File: src/sv/dcat_pkg.sv
// Shared widths, constants and stage record types for the dual-channel temperature alarm.
package dcat_pkg;

    // Averaging window and field widths.
    localparam int WINDOW   = 10;
    localparam int SAMPLE_W = 12;
    localparam int SUM_W    = 16;
    localparam int SLOT_W   = $clog2(WINDOW);
    localparam int TEMP_W   = 7;
    localparam int MEAN_W   = SAMPLE_W;

    // Alert threshold register.
    localparam logic [TEMP_W-1:0] THRESH_RESET = TEMP_W'(10);

    // Exact division of the running sum by WINDOW through a rounded-up reciprocal.
    localparam int              MEAN_SHIFT  = SUM_W + $clog2(WINDOW);
    localparam longint unsigned MEAN_MUL    =
        ((64'd1 << MEAN_SHIFT) + 64'(WINDOW) - 64'd1) / 64'(WINDOW);
    localparam int              MEAN_MUL_W  = SUM_W + 1;
    localparam int              MEAN_PROD_W = SUM_W + MEAN_MUL_W;

    // Scaling to degrees: floor(mean * SCALE_NUM / SCALE_DEN), folded into one product.
    localparam longint unsigned SCALE_NUM    = 64'd100;
    localparam longint unsigned SCALE_DEN    = 64'd4095;
    localparam int              SCALED_W     =
        $clog2(((64'd1 << MEAN_W) - 64'd1) * SCALE_NUM + 64'd1);
    localparam int              TEMP_SHIFT   = SCALED_W + $clog2(SCALE_DEN);
    localparam longint unsigned SCALE_RECIP  =
        ((64'd1 << TEMP_SHIFT) + SCALE_DEN - 64'd1) / SCALE_DEN;
    localparam longint unsigned TEMP_MUL     = SCALE_NUM * SCALE_RECIP;
    localparam int              TEMP_MUL_W   = $clog2(TEMP_MUL + 64'd1);
    localparam int              TEMP_PROD_W  = MEAN_W + TEMP_MUL_W;

    // Post-update running sums of both channels for one item.
    typedef struct packed {
        logic             valid;
        logic [SUM_W-1:0] sum_first;
        logic [SUM_W-1:0] sum_second;
    } dcat_sums_t;

    // Scaled temperatures of both channels for one item.
    typedef struct packed {
        logic              valid;
        logic [TEMP_W-1:0] temp_first;
        logic [TEMP_W-1:0] temp_second;
    } dcat_temps_t;

endpackage

File: src/sv/dcat_ring.sv
// Sample rings, write slots and running sums of both channels, with the update stage register.
module dcat_ring (
    input  logic                          clk,
    input  logic                          rst_n,
    input  logic                          in_valid,
    input  logic                          channel,
    input  logic [dcat_pkg::SAMPLE_W-1:0] sample,
    output logic                          in_ready,
    output dcat_pkg::dcat_sums_t          sums,
    input  logic                          out_ready
);
    import dcat_pkg::*;

    logic [SAMPLE_W-1:0] ring_first_reg  [WINDOW];
    logic [SAMPLE_W-1:0] ring_second_reg [WINDOW];
    logic [SLOT_W-1:0]   slot_first_reg;
    logic [SLOT_W-1:0]   slot_second_reg;
    logic [SUM_W-1:0]    sum_first_reg;
    logic [SUM_W-1:0]    sum_second_reg;
    dcat_sums_t          sums_reg;

    logic [SLOT_W-1:0]   slot_sel;
    logic [SLOT_W-1:0]   slot_next;
    logic [SAMPLE_W-1:0] oldest;
    logic [SUM_W-1:0]    sum_sel;
    logic [SUM_W-1:0]    sum_next;
    logic                advance;

    assign in_ready = !sums_reg.valid || out_ready;
    assign advance  = in_valid && in_ready;
    assign sums     = sums_reg;

    always_comb
    begin
        slot_sel  = channel ? slot_second_reg : slot_first_reg;
        sum_sel   = channel ? sum_second_reg : sum_first_reg;
        oldest    = channel ? ring_second_reg[slot_sel] : ring_first_reg[slot_sel];
        sum_next  = sum_sel - SUM_W'(oldest) + SUM_W'(sample);
        slot_next = (slot_sel == SLOT_W'(WINDOW - 1)) ? '0 : slot_sel + SLOT_W'(1);
    end

    always_ff @(posedge clk or negedge rst_n)
    begin
        if (!rst_n)
        begin
            for (int i = 0; i < WINDOW; i++)
            begin
                ring_first_reg[i]  <= '0;
                ring_second_reg[i] <= '0;
            end
            slot_first_reg  <= '0;
            slot_second_reg <= '0;
            sum_first_reg   <= '0;
            sum_second_reg  <= '0;
            sums_reg        <= '0;
        end
        else
        begin
            if (advance)
            begin
                if (channel)
                begin
                    ring_second_reg[slot_sel] <= sample;
                    slot_second_reg           <= slot_next;
                    sum_second_reg            <= sum_next;
                    sums_reg.sum_first        <= sum_first_reg;
                    sums_reg.sum_second       <= sum_next;
                end
                else
                begin
                    ring_first_reg[slot_sel]  <= sample;
                    slot_first_reg            <= slot_next;
                    sum_first_reg             <= sum_next;
                    sums_reg.sum_first        <= sum_next;
                    sums_reg.sum_second       <= sum_second_reg;
                end
            end
            if (in_ready)
            begin
                sums_reg.valid <= in_valid;
            end
        end
    end

endmodule

File: src/sv/dcat_scale.sv
// Mean and temperature stages: running sums to truncated means, then to degrees.
module dcat_scale (
    input  logic                  clk,
    input  logic                  rst_n,
    input  dcat_pkg::dcat_sums_t  sums,
    output logic                  in_ready,
    output dcat_pkg::dcat_temps_t temps,
    input  logic                  out_ready
);
    import dcat_pkg::*;

    logic                   mean_valid_reg;
    logic [MEAN_W-1:0]      mean_first_reg;
    logic [MEAN_W-1:0]      mean_second_reg;
    dcat_temps_t            temps_reg;

    logic                   mean_ready;
    logic                   temp_ready;
    logic [MEAN_PROD_W-1:0] mean_prod_first;
    logic [MEAN_PROD_W-1:0] mean_prod_second;
    logic [TEMP_PROD_W-1:0] temp_prod_first;
    logic [TEMP_PROD_W-1:0] temp_prod_second;

    assign temp_ready = !temps_reg.valid || out_ready;
    assign mean_ready = !mean_valid_reg || temp_ready;
    assign in_ready   = mean_ready;
    assign temps      = temps_reg;

    // Division by the window size as a reciprocal multiply; exact over the sum range.
    assign mean_prod_first  = MEAN_PROD_W'(sums.sum_first)  * MEAN_PROD_W'(MEAN_MUL);
    assign mean_prod_second = MEAN_PROD_W'(sums.sum_second) * MEAN_PROD_W'(MEAN_MUL);

    // Scaling and division by full scale folded into one constant product.
    assign temp_prod_first  = TEMP_PROD_W'(mean_first_reg)  * TEMP_PROD_W'(TEMP_MUL);
    assign temp_prod_second = TEMP_PROD_W'(mean_second_reg) * TEMP_PROD_W'(TEMP_MUL);

    always_ff @(posedge clk or negedge rst_n)
    begin
        if (!rst_n)
        begin
            mean_valid_reg <= 1'b0;
            temps_reg      <= '0;
        end
        else
        begin
            if (mean_ready)
            begin
                mean_valid_reg <= sums.valid;
            end
            if (temp_ready)
            begin
                temps_reg.valid <= mean_valid_reg;
            end
            if (temp_ready && mean_valid_reg)
            begin
                temps_reg.temp_first  <= temp_prod_first[TEMP_SHIFT +: TEMP_W];
                temps_reg.temp_second <= temp_prod_second[TEMP_SHIFT +: TEMP_W];
            end
        end
    end

    always_ff @(posedge clk)
    begin
        if (mean_ready && sums.valid)
        begin
            mean_first_reg  <= mean_prod_first[MEAN_SHIFT +: MEAN_W];
            mean_second_reg <= mean_prod_second[MEAN_SHIFT +: MEAN_W];
        end
    end

endmodule

File: src/sv/dual_channel_average_temp_alarm_core.sv
// Top level of the dual-channel averaged temperature alarm.
//
// Each input item carries one 12-bit converter sample and the sensor channel it belongs to.
// The sample replaces the oldest entry in that channel's ring of the last WINDOW samples
// (ten in this build), and the channel's running sum is adjusted by the difference. Slots not
// yet written since reset count as zero, so a channel's average ramps up over its first
// WINDOW samples. Every item then produces one result item holding both channels' averaged
// temperatures in degrees (truncated mean scaled as 100 * mean / 4095), their absolute
// difference and an alert flag that is set when the difference strictly exceeds the alert
// threshold register (reset value 10; values above 100 simply keep the alert clear).
// The block accepts one item per clock cycle while the output side is not stalled; an item
// passes the input, ring update, mean, temperature and result registers in turn. The rate
// rests on the ring update stage, which reads the oldest sample and rewrites the running sum
// of a channel in the same cycle, so same-channel items follow without a gap. Both
// channels' sums are captured with each item, so a stall on the result side holds items in
// the pipeline without disturbing the results of earlier ones; the input side sees the stall
// only once every stage is full. The threshold register should be written only while no
// item is in flight.
module dual_channel_average_temp_alarm_core (
    input  logic                          clk,
    input  logic                          rst_n,
    // Sample channel.
    input  logic                          sample_valid,
    output logic                          sample_stall,
    input  logic                          channel,
    input  logic [dcat_pkg::SAMPLE_W-1:0] sample,
    // Result channel.
    output logic                          result_valid,
    input  logic                          result_stall,
    output logic [dcat_pkg::TEMP_W-1:0]   temp_first,
    output logic [dcat_pkg::TEMP_W-1:0]   temp_second,
    output logic [dcat_pkg::TEMP_W-1:0]   temp_gap,
    output logic                          alert,
    // Alert threshold register.
    input  logic                          cfg_write_enable,
    input  logic [dcat_pkg::TEMP_W-1:0]   cfg_write_data
);
    import dcat_pkg::*;

    // Input register.
    logic                in_valid_reg;
    logic                channel_reg;
    logic [SAMPLE_W-1:0] sample_reg;

    // Threshold and result registers.
    logic [TEMP_W-1:0]   threshold_reg;
    logic                result_valid_reg;
    logic [TEMP_W-1:0]   temp_first_reg;
    logic [TEMP_W-1:0]   temp_second_reg;
    logic [TEMP_W-1:0]   temp_gap_reg;
    logic                alert_reg;

    logic                accept;
    logic                ring_ready;
    logic                scale_ready;
    logic                out_ready;
    dcat_sums_t          sums;
    dcat_temps_t         temps;
    logic [TEMP_W-1:0]   gap;

    // The input register empties whenever the ring stage can take its item.
    assign sample_stall = in_valid_reg && !ring_ready;
    assign accept       = sample_valid && !sample_stall;

    assign out_ready    = !result_valid_reg || !result_stall;

    always_ff @(posedge clk or negedge rst_n)
    begin
        if (!rst_n)
        begin
            in_valid_reg <= 1'b0;
        end
        else if (accept)
        begin
            in_valid_reg <= 1'b1;
        end
        else if (ring_ready)
        begin
            in_valid_reg <= 1'b0;
        end
    end

    always_ff @(posedge clk)
    begin
        if (accept)
        begin
            channel_reg <= channel;
            sample_reg  <= sample;
        end
    end

    dcat_ring u_ring (
        .clk       (clk),
        .rst_n     (rst_n),
        .in_valid  (in_valid_reg),
        .channel   (channel_reg),
        .sample    (sample_reg),
        .in_ready  (ring_ready),
        .sums      (sums),
        .out_ready (scale_ready)
    );

    dcat_scale u_scale (
        .clk       (clk),
        .rst_n     (rst_n),
        .sums      (sums),
        .in_ready  (scale_ready),
        .temps     (temps),
        .out_ready (out_ready)
    );

    // Absolute difference of the two temperatures, formed ahead of the result register.
    assign gap = (temps.temp_first >= temps.temp_second) ?
                 (temps.temp_first - temps.temp_second) :
                 (temps.temp_second - temps.temp_first);

    always_ff @(posedge clk or negedge rst_n)
    begin
        if (!rst_n)
        begin
            threshold_reg    <= THRESH_RESET;
            result_valid_reg <= 1'b0;
        end
        else
        begin
            if (cfg_write_enable)
            begin
                threshold_reg <= cfg_write_data;
            end
            if (out_ready)
            begin
                result_valid_reg <= temps.valid;
            end
        end
    end

    always_ff @(posedge clk)
    begin
        if (out_ready && temps.valid)
        begin
            temp_first_reg  <= temps.temp_first;
            temp_second_reg <= temps.temp_second;
            temp_gap_reg    <= gap;
            alert_reg       <= (gap > threshold_reg);
        end
    end

    assign result_valid = result_valid_reg;
    assign temp_first   = temp_first_reg;
    assign temp_second  = temp_second_reg;
    assign temp_gap     = temp_gap_reg;
    assign alert        = alert_reg;

endmodule
File: config.mk
export PLATFORM = sky130hd
export DESIGN_NAME = dual_channel_average_temp_alarm_core
export DESIGN_NICKNAME = d
export VERILOG_FILES = /design/src/sv/dcat_pkg.sv /design/src/sv/dcat_ring.sv /design/src/sv/dcat_scale.sv /design/src/sv/dual_channel_average_temp_alarm_core.sv
export SDC_FILE = /design/constraint.sdc
export NUM_CORES = 1
export LEC_CHECK = 0
export BUFFER_PORTS_ARGS = -buffer_cell sky130_fd_sc_hd__buf_2
export CAP_MARGIN = 20
export CORE_MARGIN = 1
export CORE_UTILIZATION = 55
export CTS_CLUSTER_DIAMETER = 50
export DETAILED_ROUTE_END_ITERATION = 8
export PLACE_DENSITY = 0.79
export SLEW_MARGIN = 20
export SYNTH_ARGS = -nofsm -noshare
export SYNTH_HDL_FRONTEND = slang
export SYNTH_SLANG_ARGS = --single-unit
File: constraint.sdc
create_clock -name clk -period 14.4 [get_ports clk]
set_input_delay 1.44 -clock clk [delete_from_list [all_inputs] [get_ports clk]]
set_output_delay 1.44 -clock clk [all_outputs]
set_load 0.01 [all_outputs]
# After elaboration in Yosys (flattened, before gate mapping)
# Index checks and enable logic that the tools add are counted.
dict set report word_totals {
  ff_bits 397
  inputBits 25
  output_inout_bits 24
}
dict set report classes {
  n_addsub 5
  multipliers 4
  magnitude_cmp 4
  eq_ne 1
  muxes 18
  bitwise 2
  n_reduce_logical 21
}
# op n
set ops {}
lappend ops {{120-bit bitwise mux} 2}
lappend ops {{12-bit binary-select mux with 4-bit select} 2}
lappend ops {{12-bit by 24-bit multiplier with 36-bit output (second input constant)} 2}
lappend ops {{12-bit 2-to-1 mux} 6}
lappend ops {{16-bit by 16-bit multiplier with 31-bit output (second input constant)} 2}
lappend ops {{12-bit demux with 4-bit select} 1}
lappend ops {{32-bit 2-to-1 mux} 1}
lappend ops {{16-bit by 12-bit adder with 16-bit output} 1}
lappend ops {{16-bit 2-to-1 mux} 1}
lappend ops {{16-bit by 12-bit subtractor with 16-bit output} 1}
lappend ops {{7-bit subtractor} 2}
lappend ops {{4-bit 2-to-1 mux} 2}
lappend ops {{7-bit greater-or-equal comparator} 1}
lappend ops {{7-bit > comparator} 1}
lappend ops {{1-bit logical AND} 7}
lappend ops {{1-bit logical NOT} 7}
lappend ops {{7-bit 2-to-1 mux} 1}
lappend ops {{5-bit greater-or-equal comparator (second input constant)} 1}
lappend ops {{5-bit by 1-bit less-than comparator with 1-bit output (second input constant)} 1}
lappend ops {{4-bit NOT with 5-bit output} 1}
lappend ops {{4-bit by 1-bit adder with 4-bit output (second input constant)} 1}
lappend ops {{4-bit == test (second input constant)} 1}
lappend ops {{1-bit logical OR} 4}
lappend ops {{2-bit AND reduction} 2}
lappend ops {{3 further kinds} 4}

# Depth between registers and ports, before layout
# Gate-level depths: netlist (run 1).
dict set report depth {
  word_depth 10
  depth_mapped 24
}

# Modules after synthesis
# Synthesis (run 1) repeated with hierarchy kept, for this count alone.
dict set report hier_totals {
  hier_cells 2992
  hier_area_um2 32650.1
}
# mod n_inst cells_per_inst area_per_inst_um2
set by_module_without_submodules {}
lappend by_module_without_submodules {dcat_scale 1 1572 15487.4}
lappend by_module_without_submodules {dcat_ring 1 1234 14929.3}
lappend by_module_without_submodules {dual_channel_average_temp_alarm_core 1 186 2233.4}

# Least setup slack after synthesis (run 1)
# Ideal clock, no wire load.
dict set report synth_timing {
  path_kind {register to register}
  startpoint {register u_ring.sums_reg, in the netlist u_ring.sums[20]}
  endpoint {register u_scale.mean_first_reg[10] (data pin)}
  setup_ns 0.260
  arrival_ns 5.144
  setup_slack_ns 8.996
  path_stages_with_launch 21
  n_path_buf 0
  path_cell_list {dfrtp_1 -> ha_1 -> inv_1 -> fa_1 -> inv_1 -> fa_1 -> fa_1 -> fa_1 -> inv_1 -> fa_1 -> inv_1 -> ha_1 -> and4_1 -> o2111ai_1 -> o221ai_1 -> a21oi_2 -> nor3_2 -> or4_4 -> a31oi_4 -> o21bai_2 -> xor2_1}
}
dict set report synth_via {
  elab_chain_len 1
}
# item line
set synth_rtl {}
lappend synth_rtl {{start, declared} dcat_ring.sv:20} ;# dcat_sums_t sums_reg;
lappend synth_rtl {{16-bit by 16-bit multiplier with 31-bit output} dcat_scale.sv:30} ;# assign mean_prod_first = MEAN_PROD_W'(sums.sum_first) * MEAN_PROD_W'(MEAN_MUL);
lappend synth_rtl {{via u_scale.mean_prod_first[30]} dcat_scale.sv:19} ;# logic [MEAN_PROD_W-1:0] mean_prod_first;
lappend synth_rtl {{end signal, assigned} dcat_scale.sv:66} ;# mean_first_reg <= mean_prod_first[MEAN_SHIFT +: MEAN_W];
lappend synth_rtl {{end, declared} dcat_scale.sv:13} ;# logic [MEAN_W-1:0] mean_first_reg;
# The timed path passes the listed nets, and every way through them passes these cells.
# A chain may end at the register's enable or synchronous reset.

# Worst setup path after layout (run 1)
dict set report layout_timing {
  startpoint {register channel_reg}
  endpoint {register u_ring.sums_reg, in the netlist u_ring.sums[15]}
}
dict set report layout_via {
  elab_chain_len 9
  elab_cells_between_ends 13
  cone_classes {add/sub: 2; mux: 10; bitwise: 1}
}
# item line
set layout_rtl {}
lappend layout_rtl {{start, declared} dual_channel_average_temp_alarm_core.sv:42} ;# logic channel_reg;
lappend layout_rtl {{start signal, assigned} dual_channel_average_temp_alarm_core.sv:87} ;# channel_reg <= channel;
lappend layout_rtl {{4-bit 2-to-1 mux} dcat_ring.sv:35} ;# slot_sel = channel ? slot_second_reg : slot_first_reg;
lappend layout_rtl {{4-bit NOT with 5-bit output (implied by the code)} dcat_ring.sv:37} ;# oldest = channel ? ring_second_reg[slot_sel] : ring_first_reg[slot_sel];
lappend layout_rtl {{12-bit binary-select mux with 4-bit select} dcat_ring.sv:37}
lappend layout_rtl {{12-bit 2-to-1 mux (implied by the code) (2 in a row)} dcat_ring.sv:37}
lappend layout_rtl {{12-bit 2-to-1 mux} dcat_ring.sv:37}
lappend layout_rtl {{16-bit by 12-bit subtractor with 16-bit output} dcat_ring.sv:38} ;# sum_next = sum_sel - SUM_W'(oldest) + SUM_W'(sample);
lappend layout_rtl {{16-bit by 12-bit adder with 16-bit output} dcat_ring.sv:38}
lappend layout_rtl {{32-bit 2-to-1 mux (*)} dcat_ring.sv:61} ;# if (channel)
# Every way passes the cells marked *; elsewhere a longest branch is shown, timed or not. The select of a mux whose other input is x is not followed.

==> metrics.cfg, run 1 <==
[floorplan]
rows=87
start_util_pct=56.2
die_y_um=243
io_pins=49
dieArea_um2=59000
coreArea_um2=56800
die_w_um=243

[cts]
htreeDepth=2
clock_path_buffers=3
clock_latency_ns=0.61
clockRootBuffer=clkbuf_16
cts_setup_buffers=0
clkTransAtPathRegs_ns=0.06
clock-sinks=397
cts_resized=0
cts_made_buffers=45
hold_buffers=0
cts_tree=built

[run]
drv_cap=0

[global_routing]
antenna_found_initial=0
grt_pass1_wl_um=121000
grt_use_total_pct=25.5
grt_pass1_vias=23200
overflow=0
grt_max_degree=80

[place]
placed_area_um2=32900
hpwl_um=54600
portBuffers=48
gp_congestion=0.941
place_inst=3758

[critical_path]
start_kind=flip-flop
worst-r2r-cell-count=20
critPathMaxFanout=60
timing.critical_path.to=u_ring.sums[15]$_DFFE_PN0P_
r2r_slack_ns=7.96
reg2reg_from=channel_reg$_DFFE_PP_
cpPeakStageDelay_ns=0.69
cp_cell_sequence=buf_4 -> nor2_1 -> a22o_2 -> buf_4 -> and2_1 -> a221oi_1 -> o21ai_0 -> o32a_1 -> fa_1 -> inv_1 -> ha_1 -> a21o_1 -> a21oi_1 -> nor2_1 -> o41ai_1 -> a21bo_1 -> a31o_1 -> xnor2_2 -> or3_1 -> nand3_1
crit_path_end_kind=flip-flop
worstPathRequired_ns=14.90
critPathSlowestCell=edfxtp_1
crit_type=reg2reg
critPathLaunch=channel_reg$_DFFE_PP_
r2r-end=u_ring.sums[15]$_DFFE_PN0P_
crit_arrival_ns=6.94

[routing]
drt_iter0_drc=1263
num_vias=22000
remaining_drc_errors=0
ant_nets=0
drtPass1Iterations=5
wirelength_um=72800
via_per_inst=5.72
wl_per_cell_um=18.9

[finish]
final-instance-count-excl-fill=3841
drive_above_1_share_pct=10.4
final_cell_mix=548 x inv_1, 476 x ha_1, 336 x dfrtp_1
finalInstanceArea_um2=34500
final_common_cell=inv_1
nets=3796
syn2layout_area_growth_pct=7.99

[synth]
synthArstFlopShare_pct=85.1
synth-edff-count=59
syn_nets=3783
synth_adder_area_share_pct=34.1
synthXorXnorAreaFrac_pct=2.27
ys_types=77
ys.warnings.count=0
synth_area_um2=31900
synth_mux_area_share_pct=5.88
synth_compound_area_share_pct=12.4
synth_top_area_share_pct=26.4
syn_area_per_cell_um2=10.5
synthSimpleGateAreaFrac_pct=5.26
synth_top_flop_cell=dfrtp_1
ys_seq_elements=397
synth_top_family_by_area=adder cells
ys_top_cells_by_area=dfrtp_1 26%, ha_1 19%, fa_1 15%
yosysTopAreaCell=dfrtp_1
syn_inst=3036
seq_area_frac_synth_pct=32.1

[timing]
hold_viol=0
fmax_ghz=0.155
fin_skew_ns=0.0575
worst_slew_pin_slew_ns=1.04
period_needed_ns=6.44
timing.final.crit_share_pct=44.7
slew_violations=0
finalSetupTns_ns=0
rsz0062_at_grt=no
timing.hold.ws_ns=0.444
relSlewSlack_pct=30.7
setup_viol_count_final=0

[hold_path]
min-delay-path-class=reg2reg

[outcome]
status=completed

-- worst max-delay path: cells and delay by family (launching register included) --
| kind | cells | cell delay, ns |
|---|---|---|
| flops | 1 | 0.69 |
| buf+inv | 3 | 1.05 |
| fa+ha+maj | 2 | 0.84 |
| compound gates | 9 | 2.29 |
| simple gates | 5 | 1.28 |
| xor+xnor | 1 | 0.17 |
-- through the flow --
step           utilization, %  worst slack [ns]
3_5_place_dp             57.9              8.19
4_1_cts                  60.6              8.10
5_1_grt                  60.6              7.45
2_1_floorplan               -              9.00
6_report                 60.6              7.96
3_3_place_gp             57.9              8.33
-- synth_stat cells (29+ instances only) --
cell type / n
inv_1: 548
ha_1: 476
dfrtp_1: 336
fa_1: 246
o21ai_0: 219
nand2_1: 218
mux2_2: 145
a21oi_1: 123
a22oi_1: 74
clkbuf_1: 71
nor2_1: 62
edfxtp_1: 59
xnor2_1: 48
a21o_1: 41
xor2_1: 33
nand3_1: 29
-- cell type report --
class / count / area (um2)
Fill cell: 4513 / 22400
Timing Repair Buffer: 72 / 430
Tap cell: 756 / 946
Antenna cell: 1 / 2.50
Sequential cell: 397 / 10200
Clock inverter: 23 / 284
Multi-Input combinational cell: 1973 / 19200
Inverter: 560 / 2100
Clock buffer: 59 / 1270
-- how the worst min path moves through the flow --
| stage | slack, ns | cells after the start | startpoint | to |
|---|---|---|---|---|
| floorplan | 0.44 | 2 | u_scale.mean_valid_reg$_DFFE_PN0P_ | u_scale.temps[14]$_DFFE_PN0P_ |
| global placement | 0.44 | 2 | u_scale.mean_valid_reg$_DFFE_PN0P_ | u_scale.temps[14]$_DFFE_PN0P_ |
| detailed placement | 0.46 | 2 | u_scale.mean_valid_reg$_DFFE_PN0P_ | u_scale.temps[14]$_DFFE_PN0P_ |
| CTS | 0.44 | 2 | u_scale.mean_valid_reg$_DFFE_PN0P_ | u_scale.temps[14]$_DFFE_PN0P_ |
| global route | 0.47 | 2 | u_scale.mean_valid_reg$_DFFE_PN0P_ | u_scale.temps[14]$_DFFE_PN0P_ |
| finish | 0.44 | 2 | u_scale.mean_valid_reg$_DFFE_PN0P_ | u_scale.temps[14]$_DFFE_PN0P_ |
-- layer usage --
layer | part of all wire [%] | wire length, um | GRT usage, % | vias up
li1 | - | - | - | 10300
met3 | 5.2 | 3760 | 4.15 | 184
met4 | 4.0 | 2910 | 9.95 | 0
met1 | 41 | 29800 | 31.6 | 10900
met2 | 50 | 36300 | 44.3 | 632
met5 | 0 | 0 | 0 | -
-- kinds of logic after synthesis --
group | count (synthesis)
buffers and inverters | 666
adders and majority gates | 722
muxes | 169
DFF | 397
AOI/OAI and AO/OA | 617
and+or+nand+nor | 383
xor gates and xnor gates | 82
Power of run 1 is not shown: default switching activity piles up to over one toggle a cycle in this logic, so the estimate is an artifact.
==> run 2, diff against run 1 <==
--- a/config.mk
+++ b/config.mk
@@ -5,13 +5,14 @@
 export SDC_FILE = /design/constraint.sdc
 export NUM_CORES = 1
 export LEC_CHECK = 0
+export ABC_AREA = 1
 export BUFFER_PORTS_ARGS = -buffer_cell sky130_fd_sc_hd__buf_2
 export CAP_MARGIN = 20
 export CORE_MARGIN = 1
 export CORE_UTILIZATION = 55
 export CTS_CLUSTER_DIAMETER = 50
 export DETAILED_ROUTE_END_ITERATION = 8
-export PLACE_DENSITY = 0.79
+export PLACE_DENSITY = 0.82
 export SLEW_MARGIN = 20
 export SYNTH_ARGS = -nofsm -noshare
 export SYNTH_HDL_FRONTEND = slang
==> constraint.sdc (replaced) <==
create_clock -name clk -period 5.6 [get_ports clk]
set_input_delay 0.56 -clock clk [delete_from_list [all_inputs] [get_ports clk]]
set_output_delay 0.56 -clock clk [all_outputs]
set_load 0.01 [all_outputs]
==> run 2 against run 1 <==
  * The run now ends with hold timing left
  * Via count grew 31%
  * Critical path depth did not move
  * Clock-buffer cell count decreased by 2
  * Fmax rose by 22%
  * Critical endpoint is now u_scale.mean_second_reg[11]$_DFFE_PP_
==> metrics.cfg, run 2 <==
[critical_path]
crit_type=reg2reg
r2r_slack_ns=0.33  ; -7.63 ns
critical_path.top_delay_family=adder cells
crit_buf_inv=5  ; +2
critPathSlowestCell=fa_1
critPathMaxFanout=6  ; -90%
worstPathRequired_ns=5.93  ; -8.97 ns
crit_arrival_ns=5.60  ; -1.34 ns
start_kind=flip-flop
crit_path_end_kind=flip-flop
cpPeakStageDelay_ns=0.54  ; -0.15 ns
cp_cell_sequence=ha_1 -> inv_1 -> fa_1 -> inv_1 -> fa_1 -> fa_1 -> fa_1 -> inv_1 -> fa_1 -> inv_1 -> ha_1 -> nand2_1 -> inv_1 -> a21oi_1 -> nor2_1 -> or2_2 -> a21oi_1 -> nand2_1 -> nand2_1 -> nand2_1

[cts]
htreeDepth=2  ; unchanged
clock-sinks=397  ; unchanged
clockRootBuffer=clkbuf_16
cts_made_buffers=45  ; unchanged
clock_latency_ns=0.60  ; about the same
cts_tree=built
clock_path_buffers=3  ; unchanged
hold_buffers=0  ; unchanged
cts_setup_buffers=0  ; unchanged
clkTransAtPathRegs_ns=0.06  ; about the same

[hold_path]
min-delay-path-class=in2async

[timing]
rsz0062_at_grt=no
timing.hold.ws_ns=-0.0323  ; -0.477 ns
timing.final.crit_share_pct=94.1  ; +49 points
setup_viol_count_final=0  ; unchanged
relSlewSlack_pct=29.9  ; -0.81 points
finalSetupTns_ns=0  ; unchanged
slew_violations=0  ; unchanged
period_needed_ns=5.27  ; -1.17 ns
worst_slew_pin_slew_ns=1.05  ; +0.0110 ns
fin_skew_ns=0.0202  ; -0.0373 ns
hold_viol=13  ; +13
fmax_ghz=0.190  ; +22%

[routing]
via_per_inst=5.40  ; -5.7%
ant_nets=0  ; unchanged
num_vias=28700  ; +31%
wirelength_um=90200  ; +24%
drtPass1Iterations=8  ; +3
drt_iter0_drc=2549  ; +100%
remaining_drc_errors=0  ; unchanged
wl_per_cell_um=17.0  ; -10%

[synth]
syn_area_per_cell_um2=8.05  ; -23%
ys_types=46  ; -40%
yosysMostFrequentCell=nand2_1
synth-edff-count=59  ; unchanged
ys.warnings.count=0  ; unchanged
synth_area_um2=35700  ; +12%
ys_seq_elements=397  ; unchanged
synth_top_area_share_pct=23.6  ; -2.8 points
synth_top_flop_cell=dfrtp_1
synthArstFlopShare_pct=85.1  ; unchanged
syn_nets=5180  ; +37%
syn_inst=4433  ; +46%
seq_area_frac_synth_pct=28.7  ; -3.4 points
yosysTopAreaCell=dfrtp_1
ys_top_cells_by_area=dfrtp_1 24%, ha_1 17%, fa_1 14%
synth_commonest_cells=956 x nand2_1, 924 x inv_1, 476 x ha_1

[finish]
final_cell_mix=956 x nand2_1, 924 x inv_1, 475 x ha_1
drive_above_1_share_pct=4.92  ; -5.5 points
syn2layout_area_growth_pct=7.15
fill_cells=5460  ; +21%
final_common_cell=nand2_1
antenna_cells=0  ; -1
nets=5182  ; +37%

[floorplan]
io_pins=49  ; unchanged
rows=92  ; +5.7%
dieArea_um2=65900  ; +12%
coreArea_um2=63500  ; +12%
start_util_pct=56.1  ; about the same
die_w_um=257  ; +5.7%
die_y_um=257  ; +5.7%

[global_routing]
antenna_found_initial=0  ; unchanged
overflow=0  ; unchanged
grt_pass1_wl_um=147000  ; +22%
grt_use_total_pct=27.8  ; +2.4 points
grt_pass1_vias=28800  ; +24%
grt_max_degree=129  ; +61%

[place]
portBuffers=48  ; unchanged
hpwl_um=69500  ; +27%
gp_congestion=0.962  ; +2.2%

[outcome]
status=finished, violations left
violations=hold timing

[run]
drv_cap=0  ; unchanged

-- run 2: cell count changes after synthesis, moves of 23 or more --
cell      previous run  this run
nand2_1            218       956
inv_1              548       924
nor2_1              62       320
mux2_2             145        11
nand3_1             29       162
a21oi_1            123       251
a22oi_1             74         0
o21ai_0            219       274
xnor2_1             48        14
nand4_1              8        39
a221oi_1            24         0
buf_2               22        46
mux2i_1             23         0
o22ai_1              3        26
-- run 2: through the flow --
stage / hold slack (ns) / utilization (%) / worst slack (ns) / area [um2] / std cells
global route: 0.0399 / 60.2 / 0.0106 / 38200 / 5317
global placement: 0.467 / 57.6 / 0.302 / 36600 / 5234
detailed placement: 0.470 / 57.6 / 0.280 / 36600 / 5234
finish: -0.0323 / 60.2 / 0.330 / 38200 / 5317
floorplan: 0.264 / - / 0.588 / 35700 / 4433
CTS: 0.0198 / 60.1 / 0.250 / 38200 / 5317
-- run 2: cell type report --
cell class                      instances  area [um2]  share of cell area [%]
Clock buffer                           57        1250                    3.28
Clock inverter                         26         330                   0.864
Inverter                              932        3500                    9.15
Multi-Input combinational cell       2988       21400                    56.0
Sequential cell                       397       10200                    26.8
Tap cell                              846        1060                    2.77
Timing Repair Buffer                   71         448                    1.17
-- run 2: final timing paths --
| path | end | start | cells past startpoint |
|---|---|---|---|
| max | u_scale.mean_second_reg[11]$_DFFE_PP_ | u_ring.sums[7]$_DFFE_PN0P_ | 20 |
| min | threshold_reg[2]$_DFFE_PN0P_ | rst_n | 1 |
| max reg2reg | u_scale.mean_second_reg[11]$_DFFE_PP_ | u_ring.sums[7]$_DFFE_PN0P_ | 20 |
| min reg2reg | temp_first[6]$_DFFE_PP_ | u_scale.temps[13]$_DFFE_PN0P_ | 0 |
| max in group asynchronous | u_ring.ring_first_reg[102]$_DFFE_PN0P_ | rst_n | 2 |
| min in group clk | sample_reg[4]$_DFFE_PP_ | sample[4] | 1 |
-- run 2: layer usage --
layer	part of all wire (%)	GRT usage, %	up-vias
met4	3.6	10.6	0
met2	48	47.4	962
met3	6.1	3.41	211
met1	42	36.1	13600
li1	-	-	13900
met5	0	0	-
-- run 2: logic make-up after synthesis --
logic type / after synthesis / share of synthesized area, %
buffers and inverters: 1048 / 11.4
AO/OA/AOI/OAI: 642 / 9.74
adder cells (fa/ha/maj): 722 / 30.5
flip-flops: 397 / 28.7
XOR/XNOR: 42 / 1.03
multiplexers: 11 / 0.347
AND/OR/NAND/NOR: 1571 / 18.3
-- run 2: repair_timing --
| item | 4_1_cts | 5_1_grt |
|---|---|---|
| resized for setup | 0 | 3 |
| setup endpoints to repair | 0 | 1 |
| endpoints found under the hold margin | 0 | 0 |
Power of run 2 is left out for the same reason.
